$ cat config.mk
export PLATFORM = sky130hd
export DESIGN_NAME = demand_page_fault_resolver_unit
export DESIGN_NICKNAME = d
export VERILOG_FILES = /design/src/dpfr_pkg.sv /design/src/dpfr_ctrl.sv /design/src/dpfr_datapath.sv /design/src/demand_page_fault_resolver_unit.sv
export VERILOG_INCLUDE_DIRS = /design/src /design/src/src
export SDC_FILE = /design/constraint.sdc
export NUM_CORES = 2
export LEC_CHECK = 0
export ABC_AREA = 0
export BUFFER_PORTS_ARGS = -buffer_cell sky130_fd_sc_hd__buf_2
export CAP_MARGIN = 20
export CELL_PAD_IN_SITES_DETAIL_PLACEMENT = 0
export CELL_PAD_IN_SITES_GLOBAL_PLACEMENT = 1
export CORE_MARGIN = 2
export CORE_UTILIZATION = 54
export DETAILED_ROUTE_END_ITERATION = 16
export GPL_ROUTABILITY_DRIVEN = 0
export PLACE_DENSITY_LB_ADDON = 0.05
export SLEW_MARGIN = 30
export SYNTH_ARGS = -nofsm -noshare
export SYNTH_HDL_FRONTEND = slang
export SYNTH_SLANG_ARGS = --single-unit
$ cat constraint.sdc
create_clock -name clock -period 28.9 [get_ports clock]
set_clock_uncertainty 0.1 [all_clocks]
set_input_delay 2.89 -clock clock [delete_from_list [all_inputs] [get_ports clock]]
set_output_delay 2.89 -clock clock [all_outputs]
set_load 0.05 [all_outputs]
$ cat src/demand_page_fault_resolver_unit_macros.svh
// assertion macros for the page fault resolver
`ifndef DEMAND_PAGE_FAULT_RESOLVER_UNIT_MACROS_SVH
`define DEMAND_PAGE_FAULT_RESOLVER_UNIT_MACROS_SVH

`ifndef SYNTH
`define DPFR_ASSERT(lbl, clk, rst, prop) \
   lbl: assert property (@(posedge clk) disable iff (rst) prop) \
      else $error("dpfr assertion failed");
`define DPFR_ASSERT_NR(lbl, clk, prop) \
   lbl: assert property (@(posedge clk) prop) \
      else $error("dpfr assertion failed");
`else
`define DPFR_ASSERT(lbl, clk, rst, prop)
`define DPFR_ASSERT_NR(lbl, clk, prop)
`endif

`endif

$ cat src/dpfr_pkg.sv
package dpfr_pkg;

   localparam logic OP_LOAD  = 1'b0;
   localparam logic OP_FAULT = 1'b1;

   localparam logic [1:0] ST_LOADED  = 2'd0;
   localparam logic [1:0] ST_MAP     = 2'd1;
   localparam logic [1:0] ST_OUTSIDE = 2'd2;
   localparam logic [1:0] ST_MAPPED  = 2'd3;

   typedef struct packed {
      logic        operation;
      logic [2:0]  seg_index;
      logic [31:0] seg_base;
      logic [20:0] seg_mem_size;
      logic [20:0] seg_file_size;
      logic [31:0] seg_file_offset;
      logic [2:0]  seg_perm;
      logic [31:0] fault_addr;
   } req_type;

   typedef struct packed {
      logic [1:0]  status;
      logic [31:0] map_addr;
      logic [31:0] file_pos;
      logic [2:0]  page_perm;
      logic [12:0] zero_start;
      logic [12:0] zero_len;
   } rsp_type;

   typedef struct packed {
      logic [31:0] base;
      logic [20:0] mem_bytes;
      logic [20:0] file_bytes;
      logic [31:0] file_offset;
      logic [2:0]  perm;
   } entry_type;

   typedef struct packed {
      logic       load;
      logic       start;
      logic       tbl_rd;
      logic       idx_inc;
      logic       latch_hit;
      logic       row_rd;
      logic       math;
      logic       mark;
      logic       set_res;
      logic [1:0] res_code;
      logic       post;
   } cmd_type;

   typedef struct packed {
      logic limit_zero;
      logic hit;
      logic last;
      logic pidx_ok;
      logic mapped;
   } sts_type;

endpackage

$ cat src/dpfr_ctrl.sv
`include "demand_page_fault_resolver_unit_macros.svh"

module dpfr_ctrl (
   input  logic             clock,
   input  logic             reset,
   input  logic             req_valid,
   output logic             req_stall,
   input  logic             req_operation,
   output logic             rsp_valid,
   input  logic             rsp_stall,
   output dpfr_pkg::cmd_type cmd,
   input  dpfr_pkg::sts_type sts
);
   import dpfr_pkg::*;

   localparam logic [2:0] S_IDLE = 3'd0;
   localparam logic [2:0] S_TRD  = 3'd1;
   localparam logic [2:0] S_TCMP = 3'd2;
   localparam logic [2:0] S_PCHK = 3'd3;
   localparam logic [2:0] S_MARK = 3'd4;
   localparam logic [2:0] S_POST = 3'd5;

   logic [2:0] state_ff;
   logic [2:0] state_in;
   logic       rsp_valid_ff;
   logic       rsp_valid_in;
   logic       out_free;

   assign out_free  = !rsp_valid_ff || !rsp_stall;
   assign req_stall = (state_ff != S_IDLE);
   assign rsp_valid = rsp_valid_ff;

   always_comb begin
      cmd      = '0;
      state_in = state_ff;
      case (state_ff)
         S_IDLE: begin
            if (req_valid) begin
               if (req_operation == OP_LOAD) begin
                  cmd.load     = 1'b1;
                  cmd.set_res  = 1'b1;
                  cmd.res_code = ST_LOADED;
                  state_in     = S_POST;
               end else begin
                  cmd.start = 1'b1;
                  if (sts.limit_zero) begin
                     cmd.set_res  = 1'b1;
                     cmd.res_code = ST_OUTSIDE;
                     state_in     = S_POST;
                  end else begin
                     state_in = S_TRD;
                  end
               end
            end
         end
         S_TRD: begin
            cmd.tbl_rd = 1'b1;
            state_in   = S_TCMP;
         end
         S_TCMP: begin
            if (sts.hit) begin
               cmd.latch_hit = 1'b1;
               state_in      = S_PCHK;
            end else if (sts.last) begin
               cmd.set_res  = 1'b1;
               cmd.res_code = ST_OUTSIDE;
               state_in     = S_POST;
            end else begin
               cmd.idx_inc = 1'b1;
               state_in    = S_TRD;
            end
         end
         S_PCHK: begin
            if (!sts.pidx_ok) begin
               cmd.set_res  = 1'b1;
               cmd.res_code = ST_OUTSIDE;
               state_in     = S_POST;
            end else begin
               cmd.row_rd = 1'b1;
               cmd.math   = 1'b1;
               state_in   = S_MARK;
            end
         end
         S_MARK: begin
            cmd.set_res = 1'b1;
            if (sts.mapped) begin
               cmd.res_code = ST_MAPPED;
            end else begin
               cmd.mark     = 1'b1;
               cmd.res_code = ST_MAP;
            end
            state_in = S_POST;
         end
         S_POST: begin
            if (out_free) begin
               cmd.post = 1'b1;
               state_in = S_IDLE;
            end
         end
         default: begin
            state_in = S_IDLE;
         end
      endcase
   end

   always_comb begin
      rsp_valid_in = rsp_valid_ff;
      if (cmd.post) begin
         rsp_valid_in = 1'b1;
      end else if (!rsp_stall) begin
         rsp_valid_in = 1'b0;
      end
   end

   always_ff @(posedge clock) begin
      if (reset) begin
         state_ff     <= S_IDLE;
         rsp_valid_ff <= 1'b0;
      end else begin
         state_ff     <= state_in;
         rsp_valid_ff <= rsp_valid_in;
      end
   end

   `DPFR_ASSERT(a_post_needs_room, clock, reset, cmd.post |-> (!rsp_valid_ff || !rsp_stall))
   `DPFR_ASSERT(a_busy_after_accept, clock, reset, (req_valid && !req_stall) |=> req_stall)
   `DPFR_ASSERT(a_beat_from_post, clock, reset, $rose(rsp_valid_ff) |-> $past(state_ff) == S_POST)
   `DPFR_ASSERT(a_single_write, clock, reset, !(cmd.load && cmd.mark))
   `DPFR_ASSERT_NR(a_reset_clears, clock, reset |=> (!rsp_valid_ff && state_ff == S_IDLE))

endmodule

$ cat src/dpfr_datapath.sv
module dpfr_datapath #(
   parameter int NUM_SEGMENTS      = 8,
   parameter int PAGES_PER_SEGMENT = 256,
   parameter int PAGE_SHIFT        = 12
) (
   input  logic              clock,
   input  logic              reset,
   input  logic              csr_wr_en,
   input  logic [3:0]        csr_wr_data,
   input  dpfr_pkg::req_type req_data,
   output dpfr_pkg::rsp_type rsp_data,
   input  dpfr_pkg::cmd_type cmd,
   output dpfr_pkg::sts_type sts
);
   import dpfr_pkg::*;

   localparam int SEG_W  = (NUM_SEGMENTS > 1) ? $clog2(NUM_SEGMENTS) : 1;
   localparam int CNT_W  = $clog2(NUM_SEGMENTS + 1);
   localparam int PIDX_W = (PAGES_PER_SEGMENT > 1) ? $clog2(PAGES_PER_SEGMENT) : 1;
   localparam int ZW     = PAGE_SHIFT + 1;
   localparam logic [ZW-1:0] PAGE_BYTES = ZW'(1) << PAGE_SHIFT;
   localparam logic [31:0]   PAGE_MASK  = ~((32'd1 << PAGE_SHIFT) - 32'd1);

   entry_type                tbl_mem [NUM_SEGMENTS];
   logic [PAGES_PER_SEGMENT-1:0] page_mem [NUM_SEGMENTS];

   logic [3:0]                   seg_count_ff;
   logic [NUM_SEGMENTS-1:0]      row_valid_ff;
   logic [SEG_W-1:0]             idx_ff;
   logic [31:0]                  addr_ff;
   entry_type                    tbl_rd_ff;
   logic [31:0]                  diff_ff;
   logic [PAGES_PER_SEGMENT-1:0] row_rd_ff;
   logic                         row_vld_rd_ff;
   logic [31:0]                  map_ff;
   logic [31:0]                  fpos_ff;
   logic [ZW-1:0]                zs_ff;
   logic [ZW-1:0]                ze_ff;
   rsp_type                      res_ff;
   rsp_type                      res_in;
   rsp_type                      out_ff;

   logic [CNT_W-1:0]             limit;
   logic [CNT_W-1:0]             idx_next;
   logic                         load_ok;
   logic [SEG_W-1:0]             wr_idx;
   logic [PIDX_W-1:0]            pidx;
   logic [31:0]                  off;
   logic [ZW-1:0]                zs_in;
   logic [ZW-1:0]                ze_in;
   logic [ZW-1:0]                zl;
   logic [PAGES_PER_SEGMENT-1:0] row_new;
   entry_type                    new_entry;

   function automatic logic [ZW-1:0] clamp_page(input logic [20:0] size,
                                                input logic [31:0] offs);
      logic [33:0] d;
      begin
         d = {13'd0, size} - {2'd0, offs};
         if (d[33]) begin
            clamp_page = '0;
         end else if (d > 34'(PAGE_BYTES)) begin
            clamp_page = PAGE_BYTES;
         end else begin
            clamp_page = ZW'(d);
         end
      end
   endfunction

   assign limit    = (6'(seg_count_ff) > 6'(NUM_SEGMENTS)) ? CNT_W'(NUM_SEGMENTS)
                                                           : CNT_W'(seg_count_ff);
   assign idx_next = CNT_W'(idx_ff) + CNT_W'(1);
   assign load_ok  = 6'(req_data.seg_index) < 6'(NUM_SEGMENTS);
   assign wr_idx   = SEG_W'(req_data.seg_index);
   assign pidx     = diff_ff[PAGE_SHIFT +: PIDX_W];
   assign off      = diff_ff & PAGE_MASK;
   assign zs_in    = clamp_page(tbl_rd_ff.file_bytes, off);
   assign ze_in    = clamp_page(tbl_rd_ff.mem_bytes, off);
   assign zl       = (ze_ff > zs_ff) ? (ze_ff - zs_ff) : '0;
   assign row_new  = (row_vld_rd_ff ? row_rd_ff : '0)
                     | (PAGES_PER_SEGMENT'(1) << pidx);

   assign new_entry.base        = req_data.seg_base;
   assign new_entry.mem_bytes   = req_data.seg_mem_size;
   assign new_entry.file_bytes  = req_data.seg_file_size;
   assign new_entry.file_offset = req_data.seg_file_offset;
   assign new_entry.perm        = req_data.seg_perm;

   assign sts.limit_zero = (limit == '0);
   assign sts.hit        = (addr_ff >= tbl_rd_ff.base)
                           && ({1'b0, addr_ff} < ({1'b0, tbl_rd_ff.base}
                                                   + 33'(tbl_rd_ff.mem_bytes)));
   assign sts.last       = (idx_next == limit);
   assign sts.pidx_ok    = (diff_ff >> PAGE_SHIFT) < 32'(PAGES_PER_SEGMENT);
   assign sts.mapped     = row_vld_rd_ff && row_rd_ff[pidx];

   always_comb begin
      res_in        = '0;
      res_in.status = cmd.res_code;
      if (cmd.res_code == ST_MAP) begin
         res_in.map_addr   = map_ff;
         res_in.file_pos   = fpos_ff;
         res_in.page_perm  = tbl_rd_ff.perm;
         res_in.zero_start = 13'(zs_ff);
         res_in.zero_len   = 13'(zl);
      end
   end

   always_ff @(posedge clock) begin
      if (reset) begin
         seg_count_ff <= '0;
         row_valid_ff <= '0;
      end else begin
         if (csr_wr_en) begin
            seg_count_ff <= csr_wr_data;
         end
         if (cmd.load && load_ok) begin
            row_valid_ff[wr_idx] <= 1'b0;
         end else if (cmd.mark) begin
            row_valid_ff[idx_ff] <= 1'b1;
         end
      end
   end

   always_ff @(posedge clock) begin
      if (cmd.load && load_ok) begin
         tbl_mem[wr_idx] <= new_entry;
      end
      if (cmd.tbl_rd) begin
         tbl_rd_ff <= tbl_mem[idx_ff];
      end
   end

   always_ff @(posedge clock) begin
      if (cmd.mark) begin
         page_mem[idx_ff] <= row_new;
      end
      if (cmd.row_rd) begin
         row_rd_ff     <= page_mem[idx_ff];
         row_vld_rd_ff <= row_valid_ff[idx_ff];
      end
   end

   always_ff @(posedge clock) begin
      if (cmd.start) begin
         idx_ff  <= '0;
         addr_ff <= req_data.fault_addr;
      end else if (cmd.idx_inc) begin
         idx_ff <= idx_ff + SEG_W'(1);
      end
      if (cmd.latch_hit) begin
         diff_ff <= addr_ff - tbl_rd_ff.base;
      end
      if (cmd.math) begin
         map_ff  <= tbl_rd_ff.base + off;
         fpos_ff <= tbl_rd_ff.file_offset + off;
         zs_ff   <= zs_in;
         ze_ff   <= ze_in;
      end
      if (cmd.set_res) begin
         res_ff <= res_in;
      end
      if (cmd.post) begin
         out_ff <= res_ff;
      end
   end

   assign rsp_data = out_ff;

endmodule

$ cat src/demand_page_fault_resolver_unit.sv
// a load writes its table entry and gives its beat without a search
// a fault searches the table entries in order from entry 0 and stops at the first hit;
//   a hit then checks the page index, reads the page marks and forms the result, or reports
//   outside when the page lies past the tracked pages; a miss reports outside after the last entry
// one item at a time: req_stall stays high until the beat is posted; the search reads one entry at a time
// reset: synchronous active high, clears segment_count, all page mapped bits and the beat
module demand_page_fault_resolver_unit #(
   parameter int NUM_SEGMENTS      = 8,
   parameter int PAGES_PER_SEGMENT = 256,
   parameter int PAGE_SHIFT        = 12
) (
   input  logic              clock,
   input  logic              reset,
   input  logic              csr_wr_en,
   input  logic [3:0]        csr_wr_data,
   input  logic              req_valid,
   output logic              req_stall,
   input  dpfr_pkg::req_type req_data,
   output logic              rsp_valid,
   input  logic              rsp_stall,
   output dpfr_pkg::rsp_type rsp_data
);
   import dpfr_pkg::*;

   cmd_type cmd;
   sts_type sts;

   dpfr_ctrl u_ctrl (
      .clock         (clock),
      .reset         (reset),
      .req_valid     (req_valid),
      .req_stall     (req_stall),
      .req_operation (req_data.operation),
      .rsp_valid     (rsp_valid),
      .rsp_stall     (rsp_stall),
      .cmd           (cmd),
      .sts           (sts)
   );

   dpfr_datapath #(
      .NUM_SEGMENTS      (NUM_SEGMENTS),
      .PAGES_PER_SEGMENT (PAGES_PER_SEGMENT),
      .PAGE_SHIFT        (PAGE_SHIFT)
   ) u_datapath (
      .clock       (clock),
      .reset       (reset),
      .csr_wr_en   (csr_wr_en),
      .csr_wr_data (csr_wr_data),
      .req_data    (req_data),
      .rsp_data    (rsp_data),
      .cmd         (cmd),
      .sts         (sts)
   );

endmodule

# Word-level counts from Yosys, hierarchy flattened
# Memory sizes are Yosys's and may differ from the RTL's. A register that Yosys moved wholly into a read port is not among the register bits.
# Index checks and enable logic that the tools add are counted.
# op_classes
n_addsub,9
order_cmp,12
n_eq_ne,10
n_shift,1
n_mux,51
bitwise,4
n_reduce_logical,15
# ops
operator,n
2-to-1 mux 256 bit,1
OR 256 bit,1
left shift 1 x 8 -> 256 bit (first input constant),1
greater-than comparator 34 x 13 -> 1 bit (second input constant),2
subtractor 21 x 32 -> 33 bit,2
adder 32 bit,2
2-to-1 mux 3 bit,12
adder 32 x 21 -> 33 bit,1
less-than comparator 32 x 33 -> 1 bit,1
>= comparator 32 bit,1
subtractor 32 bit,1
2-to-1 mux 13 bit,2
2-to-1 mux 1 bit,21
less-than comparator 20 x 9 -> 1 bit (second input constant),1
case mux 3 bit (6 select lines),1
2-to-1 mux 8 bit,2
greater-than comparator 13 bit,1
subtractor 13 bit,1
2-to-1 mux 2 bit,6
case mux 3 bit (4 select lines),1
less-than comparator 8 x 9 -> 1 bit (second input constant),1
AND 8 bit,1
binary-select mux 1 bit (select 8 bit),1
less-than comparator 3 x 4 -> 1 bit (second input constant),2
other kinds (25),36
# totals
ff_bits,364
ramBits,2920
inputBits,154
wordCells,130
memories,2
# memory_table
memory,depth,width,read_ports,rd_ports_with_merged_regs,write_ports,line,source
u_datapath.page_mem,8,256,1,1,1,dpfr_datapath.sv:25,logic [PAGES_PER_SEGMENT-1:0] page_mem [NUM_SEGMENTS];
u_datapath.tbl_mem,8,109,1,1,1,dpfr_datapath.sv:24,entry_type tbl_mem [NUM_SEGMENTS];

# Longest topological paths before layout
# depth
word_depth,9
depth_mapped,21
mapped_depth_nobuf,21

# Hierarchy
# A second synthesis with hierarchy kept.
# hier_totals
cells_unflattened,7637
hier_area_um2,136317.0
# modules_own_cells
module,n_inst,cells_each,area_per_inst_um2,seq_area_each_um2
dpfr_datapath,1,7585,135951.6,108944.5
dpfr_ctrl,1,52,365.4,80.1

# Worst setup path before layout
# Ideal clock, no wire load.
# synth_timing
path_kind,register -> register
start,reg u_datapath.diff_ff[28]
end,reg u_datapath.fpos_ff[0] (enable)
setup_time_ps,1481
arrival_ps,24463
required_ps,27319
setup_slack_ps,2857
stages_incl_launch_ff,4
n_path_buf,0
synth_period_minus_slack_ps,26043
cell_sequence,edfxtp_1 -> nor4_1 -> nand4_1 -> nor3_1
# synth_rtl
element,line,source
start: declaration,dpfr_datapath.sv:32,logic [31:0] diff_ff;
start signal: assignment,dpfr_datapath.sv:152,diff_ff <= addr_ff - tbl_rd_ff.base;
end signal: assignment,dpfr_datapath.sv:156,fpos_ff <= tbl_rd_ff.file_offset + off;
end: declaration,dpfr_datapath.sv:36,logic [31:0] fpos_ff;

# Final worst setup path
# layout_timing
start,reg u_datapath.diff_ff[12]
end,mem u_datapath.page_mem[7][60] (enable)
# layout_via
elab_chain_len,7
# layout_lines
element,line,source
binary-select mux 1 bit (select 8 bit),dpfr_datapath.sv:95,assign sts.mapped = row_vld_rd_ff && row_rd_ff[pidx];
2-to-1 mux 1 bit (not written as such),dpfr_datapath.sv:95,
logical AND 1 bit,dpfr_datapath.sv:95,
2-to-1 mux 1 bit,dpfr_ctrl.sv:86,if (sts.mapped) begin
2-to-1 mux 1 bit,dpfr_ctrl.sv:36,case (state_ff)
2-to-1 mux 1 bit,dpfr_datapath.sv:135,if (cmd.mark) begin
2-to-1 mux 1 bit (not written as such),dpfr_datapath.sv:136,page_mem[idx_ff] <= row_new;
end: declaration,dpfr_datapath.sv:25,
# No other way between the ends. The select of a mux whose other input is x is not followed.

==> results.json <==
{
  "status": "completed",
  "powerDensity_nw_per_um2": 79.4,
  "cts_made_buffers": 372,
  "drive_above_1_share_pct": 12.4,
  "wire_per_inst_um": 31.6,
  "slew_violations": 0,
  "synth_cell_types": 69,
  "cts_setup_buffers": 0,
  "min_path_cells": 0,
  "clock-root-buffer": "clkbuf_16",
  "critPathKind": "register to register",
  "syn_avg_cell_area_sq_um": 17.8,
  "antenna_found_initial": 56,
  "synth-seq-cells": 3637,
  "cp_num_buf_inv": 6,
  "r2r_slack_ps": 20260,
  "wl_met1_mm": 159,
  "final.period_utilization_pct": 29.9,
  "nets": 8292,
  "cts_tree": "done",
  "dr_total_vias": 75300,
  "netlist_area_sq_um": 136000,
  "port_buffers": 250,
  "power_w": 0.0122,
  "grt_max_degree": 160,
  "initialDrtViolationCount": 9195,
  "ioPinCount": 251,
  "r2r_cells": 14,
  "rsz0062_at_grt": "false",
  "wl_met2_mm": 173,
  "cp.arrival_ps": 9050,
  "grt_pass1_vias": 74200,
  "netlist_instances": 7649,
  "ant_nets": 0,
  "dieArea_sq_um": 256000,
  "whs_ps": 312,
  "slew_headroom_pct": 29.2,
  "async_reset_ff_share_pct": 0,
  "slowest_stage": "buf_4",
  "clk_pin_slew_ps": 60,
  "dieWidth_um": 506,
  "worstPathRequired_ps": 29300,
  "cts_repair_resize_count": 0,
  "min_to": "u_datapath.rsp_data[77]",
  "viasPerCell": 6.48,
  "wl_mm": 367,
  "yosys_warnings": 0,
  "final_cells": 11600,
  "r2r_end": "u_datapath.page_mem[7][60]",
  "reg2reg_from": "u_datapath.diff_ff[12]",
  "leakagePower_nw": 48.9,
  "path_max_fanout": 82,
  "crit_path_cell_trace": "buf_4 > buf_4 > mux4_1 > a22oi_1 > a21oi_1 > nor2_1 > mux4_2 > mux2i_1 > a21oi_4 > nand2_1 > inv_8 > buf_4 > buf_4 > buf_4",
  "grt_overflow": 0,
  "clock-sinks": 3637,
  "worst_path_largest_cell_delay_ps": 810,
  "initial_core_util_pct": 54.2,
  "place_inst": 10900,
  "max_cap_violations": 0,
  "syn_nets": 7963,
  "postLayoutCoreUtil_pct": 61.0,
  "ir_drop_mv": 0.0828,
  "core-area_sq_um": 251000,
  "tightest_slew_ps": 1060,
  "first_pass_iters": 5,
  "dr.max_layer_used": "met5",
  "worstHoldStart": "u_datapath.res_ff[77]",
  "route.detailed.drc": 0,
  "layout_min_cycle_time_ps": 8640,
  "fmax_ghz": 0.116,
  "gr-usage-all-layers_pct": 28.2,
  "hold_viol": 0,
  "cp_top_family": "buffers and inverters",
  "areaGrowthSynthToFinish_pct": 12.5,
  "clk_latency_ps": 900,
  "layout_commonest_cell": "edfxtp_1",
  "wl_met3_mm": 28.0,
  "cp_common_cell": "buf_4",
  "mostFrequentLayoutCells": "edfxtp_1 (3,618), a22oi_1 (1,496), nand4_1 (380)",
  "yosysSeqAreaShare_pct": 80.0,
  "worst_setup_path_start_kind": "register",
  "ctsHoldBuffers": 0,
  "synth_enable_flop_cells": 3618,
  "synth_top_flop_cell": "edfxtp_1",
  "setup.worst_path.end_class": "register",
  "finalSetupViolCount": 0,
  "holdCritPathClass": "register to register",
  "htree_num_levels": 5,
  "fp.dieH_um": 506,
  "clk_path_buf_depth": 4,
  "rows": 184,
  "dpl.hpwl_mm": 194,
  "tns_ps": 0,
  "grt_pass1_wl_mm": 529
}
through the flow:
step	setup slack, ps	area [sq um]
6_report	20260	153000
2_1_floorplan	2860	136000
4_1_cts	20220	153000
5_1_grt	19860	153000
3_5_place_dp	20270	141000
3_3_place_gp	20200	141000
power by group:
group / internal [W] / switching, W / leakage (nW)
clock: 0.00263 / 0.00197 / 5.65
combinational: 0.000444 / 0.000975 / 10.1
sequential: 0.00606 / 0.0000883 / 33.1
total: 0.00913 / 0.00303 / 48.9
cell type report:
cell class / count / area (sq um)
Timing Repair Buffer: 398 / 2670
Tap cell: 3348 / 4190
Clock inverter: 221 / 1890
Fill cell: 18100 / 98000
Sequential cell: 3637 / 109000
Inverter: 95 / 417
Multi-Input combinational cell: 3474 / 25300
Antenna cell: 12 / 30.0
Clock buffer: 451 / 9720
Yosys cell counts, types with 7 or more instances:
master,n,share of area [%]
xor2_1,30,0.19
o21bai_1,12,0.066
buf_1,8,0.022
or3_1,15,0.069
a21o_1,33,0.18
nor3_1,49,0.18
nor2_1,107,0.29
xnor2_1,75,0.48
buf_6,7,0.058
dfxtp_1,19,0.28
and2_1,112,0.51
o21ai_0,244,0.90
clkbuf_2,9,0.033
nand2_1,267,0.74
clkbuf_1,395,1.1
a22oi_1,1496,8.2
a21oi_1,93,0.34
and3_1,8,0.037
o21a_1,19,0.10
ha_1,154,1.4
edfxtp_1,3618,80
mux4_2,60,0.99
nand3_1,43,0.16
inv_1,95,0.26
a31oi_1,13,0.060
nand4_1,380,1.7
nor3b_1,7,0.039
nand2b_1,18,0.083
a211oi_1,15,0.083
buf_2,19,0.070
nor2b_1,23,0.11
a22o_1,76,0.49
nor4_1,19,0.087
cells by family (layout without fill, tap and decap cells):
group	Yosys count	in the layout	share of synthesized area [%]
AOI/OAI and AO/OA	2055	2055	10.8
xor gates and xnor gates	105	105	0.675
adders and majority gates	160	160	1.50
buffers and inverters	538	1165	1.58
DFF	3637	3637	80.0
muxes	73	73	1.16
other	0	12	0
and+or+nand+nor	1081	1081	4.26
worst max path at each step:
stage                           startpoint  cells past startpoint                     endpoint
floorplan           u_datapath.diff_ff[28]                      3        u_datapath.fpos_ff[0]
global placement    u_datapath.diff_ff[12]                     14  u_datapath.page_mem[7][192]
detailed placement  u_datapath.diff_ff[12]                     14   u_datapath.page_mem[7][48]
CTS                 u_datapath.diff_ff[12]                     14  u_datapath.page_mem[7][221]
global route        u_datapath.diff_ff[12]                     14  u_datapath.page_mem[7][184]
finish              u_datapath.diff_ff[12]                     14   u_datapath.page_mem[7][60]
worst register-to-register path, stage by stage (launching register included):
cell      delay, ps
edfxtp_1        330
buf_4           600
buf_4           720
mux4_1          750
a22oi_1         350
a21oi_1         120
nor2_1          610
mux4_2          450
mux2i_1         280
a21oi_4         740
nand2_1         320
inv_8           600
buf_4           820
buf_4           840
buf_4           670
sequential cells by signal (all words and copies together) (netlist names), 4 cells and up:
name and cells:
u_datapath.page_mem 2048, u_datapath.zs_ff 13, u_datapath.map_ff 32, u_datapath.rsp_data 95, u_datapath.row_valid_ff 8, u_datapath.row_rd_ff 256, u_datapath.ze_ff 13, u_datapath.tbl_rd_ff 109
u_datapath.addr_ff 32, u_datapath.res_ff 95, u_datapath.seg_count_ff 4, u_datapath.diff_ff 20, u_datapath.tbl_mem 872, u_datapath.fpos_ff 32
per-layer routing:
metal	GRT usage, %	vias to the layer above
met4	5.65	20
li1	-	32300
met1	42.2	39300
met3	4.37	489
met5	0	-
met2	44.4	3186
Note: power is estimated with default switching activity, not from simulation.
